<file path="config.mk">
export PLATFORM = sky130hd
export DESIGN_NAME = mbfdc_ring_ctrl
export DESIGN_NICKNAME = d
export VERILOG_FILES = /design/src/rtl/core/mbfdc_pkg.sv /design/src/rtl/core/mbfdc_ring_ctrl.sv
export SDC_FILE = /design/constraint.sdc
export NUM_CORES = 1
export LEC_CHECK = 0
export ABC_AREA = 1
export BUFFER_PORTS_ARGS = -buffer_cell sky130_fd_sc_hd__buf_2
export CORE_ASPECT_RATIO = 0.75
export CORE_MARGIN = 2
export CORE_UTILIZATION = 50
export CTS_BUF_LIST = sky130_fd_sc_hd__clkbuf_4
export DETAILED_ROUTE_END_ITERATION = 10
export MAX_ROUTING_LAYER = met4
export PLACE_DENSITY = 0.86
export RECOVER_POWER = 50
export SYNTH_ARGS = -nofsm -noshare
export SYNTH_HDL_FRONTEND = slang
export SYNTH_SLANG_ARGS = --single-unit
</file>
<file path="constraint.sdc">
create_clock -name clk -period 3.23 [get_ports clk]
set_clock_uncertainty 0.05 [all_clocks]
set_input_delay 0.646 -clock clk [delete_from_list [all_inputs] [get_ports clk]]
set_output_delay 0.646 -clock clk [all_outputs]
set_load 0.05 [all_outputs]
</file>
<file path="src/rtl/core/mbfdc_pkg.sv">
// Shared types and codes for the multi-buffer fill/drain controller.
package mbfdc_pkg;

    localparam int DATA_W  = 32;
    localparam int CFG_W   = 11;
    localparam int IDX_W   = 2;
    localparam int STAT_W  = 2;

    localparam logic OP_PUSH = 1'b0;
    localparam logic OP_READ = 1'b1;

    localparam logic [STAT_W-1:0] STATUS_OK       = 2'd0;
    localparam logic [STAT_W-1:0] STATUS_SWITCHED = 2'd1;
    localparam logic [STAT_W-1:0] STATUS_OVERFLOW = 2'd2;
    localparam logic [STAT_W-1:0] STATUS_DROPPED  = 2'd3;

    typedef struct packed {
        logic              valid;
        logic              last;
        logic [IDX_W-1:0]  buffer_index;
        logic [STAT_W-1:0] status;
    } result_t;

endpackage

</file>
<file path="src/rtl/core/mbfdc_ring_ctrl.sv">
// Buffer ring bookkeeping: fill, completion search, drain selection, store access.
module mbfdc_ring_ctrl #(
    parameter int NUM_BUFFERS  = 4,
    parameter int BUFFER_DEPTH = 1024,
    parameter int WORD_WIDTH   = 32,
    parameter int ADDR_W       = 12
) (
    input  logic                              clk,
    input  logic                              rst_n,
    input  logic                              cfg_we,
    input  logic [mbfdc_pkg::CFG_W-1:0]       cfg_data,
    input  logic                              accept,
    input  logic                              operation,
    input  logic [mbfdc_pkg::DATA_W-1:0]      write_value,
    output mbfdc_pkg::result_t                res_next,
    output logic                              mem_wr_en,
    output logic                              mem_rd_en,
    output logic [ADDR_W-1:0]                 mem_addr,
    output logic [WORD_WIDTH-1:0]             mem_wdata
);

    localparam int BUF_W = $clog2(NUM_BUFFERS);
    localparam int OFF_W = $clog2(BUFFER_DEPTH);
    localparam int CNT_W = $clog2(BUFFER_DEPTH + 1);
    localparam int LIM_W = (CNT_W > mbfdc_pkg::CFG_W) ? CNT_W : mbfdc_pkg::CFG_W;
    localparam logic [LIM_W-1:0] LIM_MAX = LIM_W'(BUFFER_DEPTH);
    localparam logic [LIM_W-1:0] LIM_RST = (BUFFER_DEPTH < 1024) ? LIM_W'(BUFFER_DEPTH)
                                                                 : LIM_W'(1024);

    logic [LIM_W-1:0]       lim_reg;
    logic [LIM_W-1:0]       lim_next;
    logic [NUM_BUFFERS-1:0] full_reg, full_next;
    logic [BUF_W-1:0]       active_reg, active_next;
    logic [CNT_W-1:0]       fill_reg, fill_next;
    logic [BUF_W-1:0]       drain_reg, drain_next;
    logic [OFF_W-1:0]       offset_reg, offset_next;
    logic                   overflow_reg, overflow_next;

    function automatic logic [BUF_W-1:0] ring_add(input logic [BUF_W-1:0] base,
                                                  input logic [BUF_W:0] step);
        logic [BUF_W:0] sum;
        sum = {1'b0, base} + step;
        if (sum >= (BUF_W+1)'(NUM_BUFFERS))
        begin
            sum = sum - (BUF_W+1)'(NUM_BUFFERS);
        end
        return sum[BUF_W-1:0];
    endfunction

    // Clamp the written limit to one word up to a whole buffer.
    always_comb
    begin
        logic [LIM_W-1:0] ext;
        ext = LIM_W'(cfg_data);
        if (ext == '0)
        begin
            lim_next = LIM_W'(1);
        end
        else if (ext > LIM_MAX)
        begin
            lim_next = LIM_MAX;
        end
        else
        begin
            lim_next = ext;
        end
    end

    // Next empty buffer after the active one, and first full one from the drain pointer.
    logic             empty_found;
    logic [BUF_W-1:0] empty_sel;
    logic             full_found;
    logic [BUF_W-1:0] full_sel;

    always_comb
    begin
        logic [BUF_W-1:0] cand;
        empty_found = 1'b0;
        empty_sel   = active_reg;
        full_found  = 1'b0;
        full_sel    = drain_reg;
        for (int k = 0; k < NUM_BUFFERS; k++)
        begin
            cand = ring_add(active_reg, (BUF_W+1)'(k));
            if (k != 0 && !empty_found && !full_reg[cand])
            begin
                empty_found = 1'b1;
                empty_sel   = cand;
            end
            cand = ring_add(drain_reg, (BUF_W+1)'(k));
            if (!full_found && full_reg[cand])
            begin
                full_found = 1'b1;
                full_sel   = cand;
            end
        end
    end

    always_comb
    begin
        logic [CNT_W-1:0] cnt_inc;
        logic             room;
        logic [OFF_W-1:0] rd_off;
        full_next     = full_reg;
        active_next   = active_reg;
        fill_next     = fill_reg;
        drain_next    = drain_reg;
        offset_next   = offset_reg;
        overflow_next = overflow_reg;
        res_next      = '0;
        mem_wr_en     = 1'b0;
        mem_rd_en     = 1'b0;
        mem_addr      = '0;
        mem_wdata     = WORD_WIDTH'(write_value);
        room          = fill_reg < CNT_W'(BUFFER_DEPTH);
        cnt_inc       = room ? fill_reg + CNT_W'(1) : fill_reg;
        rd_off        = (full_sel != drain_reg) ? '0 : offset_reg;

        if (operation == mbfdc_pkg::OP_PUSH)
        begin
            res_next.buffer_index = mbfdc_pkg::IDX_W'(active_reg);
            mem_addr = ADDR_W'(active_reg) * ADDR_W'(BUFFER_DEPTH)
                     + ADDR_W'(fill_reg[OFF_W-1:0]);
            if (overflow_reg)
            begin
                res_next.status = mbfdc_pkg::STATUS_DROPPED;
            end
            else
            begin
                mem_wr_en = accept && room;
                fill_next = cnt_inc;
                if (LIM_W'(cnt_inc) >= lim_reg)
                begin
                    if (empty_found)
                    begin
                        full_next[active_reg] = 1'b1;
                        active_next = empty_sel;
                        fill_next   = '0;
                        res_next.status = mbfdc_pkg::STATUS_SWITCHED;
                    end
                    else
                    begin
                        overflow_next = 1'b1;
                        res_next.status = mbfdc_pkg::STATUS_OVERFLOW;
                    end
                end
            end
        end
        else
        begin
            res_next.buffer_index = mbfdc_pkg::IDX_W'(full_sel);
            mem_addr = ADDR_W'(full_sel) * ADDR_W'(BUFFER_DEPTH) + ADDR_W'(rd_off);
            if (full_found)
            begin
                mem_rd_en      = accept;
                res_next.valid = 1'b1;
                drain_next     = full_sel;
                if ((LIM_W+1)'(rd_off) + (LIM_W+1)'(1) >= (LIM_W+1)'(lim_reg))
                begin
                    res_next.last = 1'b1;
                    full_next[full_sel] = 1'b0;
                    offset_next = '0;
                    drain_next  = ring_add(full_sel, (BUF_W+1)'(1));
                end
                else
                begin
                    offset_next = rd_off + OFF_W'(1);
                end
            end
        end
    end

    always_ff @(posedge clk or negedge rst_n)
    begin
        if (!rst_n)
        begin
            lim_reg      <= LIM_RST;
            full_reg     <= '0;
            active_reg   <= '0;
            fill_reg     <= '0;
            drain_reg    <= '0;
            offset_reg   <= '0;
            overflow_reg <= 1'b0;
        end
        else
        begin
            if (cfg_we)
            begin
                lim_reg <= lim_next;
            end
            if (accept)
            begin
                full_reg     <= full_next;
                active_reg   <= active_next;
                fill_reg     <= fill_next;
                drain_reg    <= drain_next;
                offset_reg   <= offset_next;
                overflow_reg <= overflow_next;
            end
        end
    end

`ifndef SYNTHESIS
    // Overflow holds until reset.
    a_overflow_sticky: assert property (@(posedge clk) disable iff (!rst_n)
        overflow_reg |=> overflow_reg)
        else $error("overflow flag cleared without reset");

    // The buffer being filled is never marked full.
    a_active_not_full: assert property (@(posedge clk) disable iff (!rst_n)
        !full_reg[active_reg])
        else $error("active buffer marked full");

    // Fill count never passes the buffer depth.
    a_fill_bounded: assert property (@(posedge clk) disable iff (!rst_n)
        fill_reg <= CNT_W'(BUFFER_DEPTH))
        else $error("fill count beyond buffer depth");

    // A dropped push never touches the store.
    a_drop_no_write: assert property (@(posedge clk) disable iff (!rst_n)
        (accept && overflow_reg && operation == mbfdc_pkg::OP_PUSH) |-> !mem_wr_en)
        else $error("dropped push wrote the store");
`endif

endmodule

</file>
==> impl_metrics.toml <==
[outcome]
outcome = "complete, but fails checks"
violations = "capacitance limit, slew limit, setup timing"

[clock_network]
clock_latency_ps = 390
h-tree-depth = 2
maximum_buffer_depth_of_the_clock_tree = 2
cts_buf_count = 5
cts_tree = "done"
cts_sinks = 41
path_clk_slew_ps = 150
clockRootBuffer = "sky130_fd_sc_hd__clkbuf_4"

[logic_synthesis]
synth_seq_area_share_pct = 28.59
yosys_most_used_dff = "sky130_fd_sc_hd__dfrtp_1"
mappedNetlistArea_um2 = 3593
async_set_or_reset_flop_fraction_in_the_synthesized_netlist_pct = 100.0
yosysUniqueCellTypes = 38
synth-edff-count = 0
yosysWarningCount = 0
synth_cells = 506
synthDominantAreaCellType = "sky130_fd_sc_hd__dfrtp_1"
synth_largest_type_area_fraction_pct = 27.86
average_size_of_a_mapped_cell_um2 = 7.102
synth.area.top_cells = "sky130_fd_sc_hd__dfrtp_1 28%, sky130_fd_sc_hd__nand2_1 12%, sky130_fd_sc_hd__ha_1 10%"
syn_nets = 584
synth.ff_latch_count = 41

[timing]
post-route-period-util_pct = 134.5
worst_pin_slew_ps = 2353
fin_hold_viols = 0
max_slew_margin_pct = -56.87
timing.final.max_slew_violations = 42
setup_viol = 30
fmaxAchievable_mhz = 230.2
final_critical_path_setup_slack_ps = -1114
final.min_clock_period_ps = 4344
unrepaired_setup_endpoints_after_global_routing = "true"

[worst_setup_path]
setup_crit_start_kind = "flip-flop"
reg2regPathDepth = 22
worst_r2r_endpoint = "offset_reg[3]$_DFFE_PN0P_"
critical_path.top_delay_family = "simple AND/OR/NAND/NOR gates"
timing.critical_path.buf_inv = 4
timing.critical_path.from = "drain_reg[0]$_DFFE_PN0P_"
worst-r2r-setup-slack_ps = -550
cell_repeated_most_along_the_worst_path = "sky130_fd_sc_hd__nand2_2"
setup.worst_path.class = "flip-flop to primary output"
crit_path_top_delay_cell = "sky130_fd_sc_hd__dfrtp_2"
worstPathCellList = "inv_4 > nand2_2 > nand2_2 > nand2_2 > nand2_2 > a31o_4 > nand3_4 > nor2_4 > nand2_4 > inv_4 > nand3_4 > nor4_4 > ha_1 > a21oi_2 > o21ai_2 > a21oi_4 > nand2_4 > nand2_4 > clkinvlp_4 > buf_8"
timing.critical_path.to_type = "primary output"
critPathArrivalTime_ps = 3650
worstReg2RegStart = "drain_reg[0]$_DFFE_PN0P_"
timing.critical_path.fanout_max = 8
cpPeakStageDelay_ps = 500
cp_data_required_time_ps = 2530

[routing]
num_vias = 4327
met3RoutedLength_um = 1491
detailroute.wirelength.met2_um = 6391
drt-total-wl_um = 13900
drt_first_pass_iters = 6
drc = 0
detail_route.wl_per_cell_um = 19.39
top_layer = "met4"
wirelength_met1_um = 4986
route.detailed.vias_per_inst = 6.035
route.antenna.remaining_nets = 0
drt-initial-drc-count = 551

[global_route]
globalRoute.totalOverflow = 0
grt_first_pass_wirelength_um = 18840
via_count_of_the_first_global_routing_pass = 4003
grt_antenna_before_repair = 0
grt_start_max_net_pins = 42
grt_usage_pct = 31.24

[finish]
insertedDiodeCount = 0
finalInstanceArea_um2 = 5084
fraction_of_layout_cells_with_a_size_suffix_above_1_pct = 43.46
final_nets = 696
fill_cells = 429
layout.cells.non_filler = 717
syn2layout_area_growth_pct = 41.47

[pwr]
static-leakage-power_uw = 0.002634
max-vdd-ir-drop_mv = 0.4984
powerDensity_nw_per_um2 = 719.8

[worst_hold_path]
holdPathStages = 3
worstHoldEndpoint = "lim_reg[8]$_DFFE_PN0P_"
hold_path_startpoint = "cfg_data[8]"
holdCritPathClass = "input port to flip-flop"

[die]
chipHeight_um = 77.42
row_count = 26
floorplan.die.width_um = 101.9
die_area_um2 = 7888
design.portCount = 100
floorplan.initialDensity_pct = 52.10
floorplan.core_area_um2 = 6897

[place]
placed_cells_incl_taps = 663
port_buffers = 35
placed_cell_area_um2 = 4123
gp_congestion = 0.9492
detailed_place_hpwl_um = 7418

[run]
cap_viol_max_count = 1
## how the worst max path moves through the flow
stage	slack, ps	cells after the start	to
final	-1110	20	res_next[4]
after global routing	-1180	20	res_next[4]
after CTS	-710	20	res_next[4]
after detailed placement	-530	20	res_next[4]
after global placement	-370	20	res_next[4]
after floorplan	-180	20	res_next[4]
## worst register-to-register path, stage by stage, from the launching register on
cell                       delay, ps
sky130_fd_sc_hd__dfrtp_2         500
sky130_fd_sc_hd__inv_4           140
sky130_fd_sc_hd__nand2_2          90
sky130_fd_sc_hd__nand2_2         110
sky130_fd_sc_hd__nand2_2          70
sky130_fd_sc_hd__nand2_2          90
sky130_fd_sc_hd__a31o_4          230
sky130_fd_sc_hd__nand3_4         100
sky130_fd_sc_hd__nor2_4          170
sky130_fd_sc_hd__nand2_4          90
sky130_fd_sc_hd__inv_4            80
sky130_fd_sc_hd__nand3_4          90
sky130_fd_sc_hd__nor4_4          260
sky130_fd_sc_hd__ha_1            310
sky130_fd_sc_hd__a21oi_2         220
sky130_fd_sc_hd__o21ai_2         120
sky130_fd_sc_hd__a21oi_4         170
sky130_fd_sc_hd__nand2_4          80
sky130_fd_sc_hd__buf_4           130
sky130_fd_sc_hd__buf_6           120
sky130_fd_sc_hd__nor2_4          200
sky130_fd_sc_hd__clkinv_4        130
sky130_fd_sc_hd__o22ai_2         140
## final cells by class
class	instances	area [um2]	share of cell area, %
clock inverters	3	68.82	1.354
flip-flops and latches	41	1030	20.26
well taps	98	122.6	2.412
repair inverters	1	6.256	0.1231
inverters	74	294.0	5.784
multi-input cells	347	2405	47.30
clock buffers	5	37.54	0.7384
repair buffers	148	1120	22.03
## routing by layer
metal | GRT usage, % | vias to the layer above
met1 | 37.73 | 2005
li1 | - | 1834
met3 | 5.405 | 128
met5 | - | -
met4 | 18.13 | 0
met2 | 49.08 | 360
## repair_timing
item | 4_1_cts | 5_1_grt
cloned | 1 | 1
setup endpoints to repair | 21 | 36
pin swaps | 28 | 44
hold buffers | 0 | 0
buffers inserted | 31 | 23
gates resized for setup | 47 | 97
## synth_stat cells (2+ instances only)
cell,instances
sky130_fd_sc_hd__nand2_1,116
sky130_fd_sc_hd__inv_1,68
sky130_fd_sc_hd__o21ai_0,52
sky130_fd_sc_hd__dfrtp_1,40
sky130_fd_sc_hd__nand3_1,40
sky130_fd_sc_hd__buf_4,34
sky130_fd_sc_hd__ha_1,30
sky130_fd_sc_hd__nor2_1,20
sky130_fd_sc_hd__a21oi_1,14
sky130_fd_sc_hd__xor2_1,10
sky130_fd_sc_hd__nand2_2,9
sky130_fd_sc_hd__nand4_1,7
sky130_fd_sc_hd__o21ai_1,7
sky130_fd_sc_hd__clkbuf_1,6
sky130_fd_sc_hd__nor4_1,6
sky130_fd_sc_hd__o22ai_1,6
sky130_fd_sc_hd__inv_2,5
sky130_fd_sc_hd__nand2_4,4
sky130_fd_sc_hd__nor2_2,4
sky130_fd_sc_hd__o31ai_1,4
sky130_fd_sc_hd__buf_2,3
sky130_fd_sc_hd__buf_6,2
sky130_fd_sc_hd__nor3_1,2
sky130_fd_sc_hd__nor3_2,2
sky130_fd_sc_hd__o21ai_2,2
## cells by family (layout without fill, tap and decap cells)
logic type | after synthesis | after routing | synth area share (%)
AOI/OAI and AO/OA | 90 | 91 | 13.93
buffers and inverters | 119 | 231 | 16.57
DFF | 41 | 41 | 28.59
and+or+nand+nor | 214 | 214 | 27.33
xor gates and xnor gates | 12 | 12 | 3.134
adders and majority gates | 30 | 30 | 10.45
## through the flow
step	hold WS, ps	util (%)	TNS [ps]	power, uW	setup WS, ps
floorplan	300.4	-	-332.4	1914	-182.5
global placement	420.5	59.78	-821.5	2282	-372.7
detailed placement	435.6	59.78	-1085	2363	-528.7
CTS	370.9	67.25	-2247	2992	-714.5
global route	432.1	73.71	-12900	3794	-1177
finish	452.0	73.71	-10820	3659	-1114
## cell usage in the layout (no fill, tap or decap), drive strengths merged
cell and instances:
buf 145, nand2 129, inv 74, o21ai 61, nand3 41, dfrtp 40, ha 30, nor2 25
a21oi 14, xor2 10, clkbuf 8, nand4 7, o22ai 6, nor4 6, o31ai 4, nor3 4
bufinv 2, a31o 2, or2 2, xnor2 2, o21a 1, a21o 1, a211oi 1, a32oi 1
clkinvlp 1, clkinv 1, dfstp 1
## power breakdown
group / switching, uW / internal (uW)
Sequential: 88.5 / 575
Combinational: 1550 / 992
Clock: 211 / 244
Power figures use the tool's default switching activity.
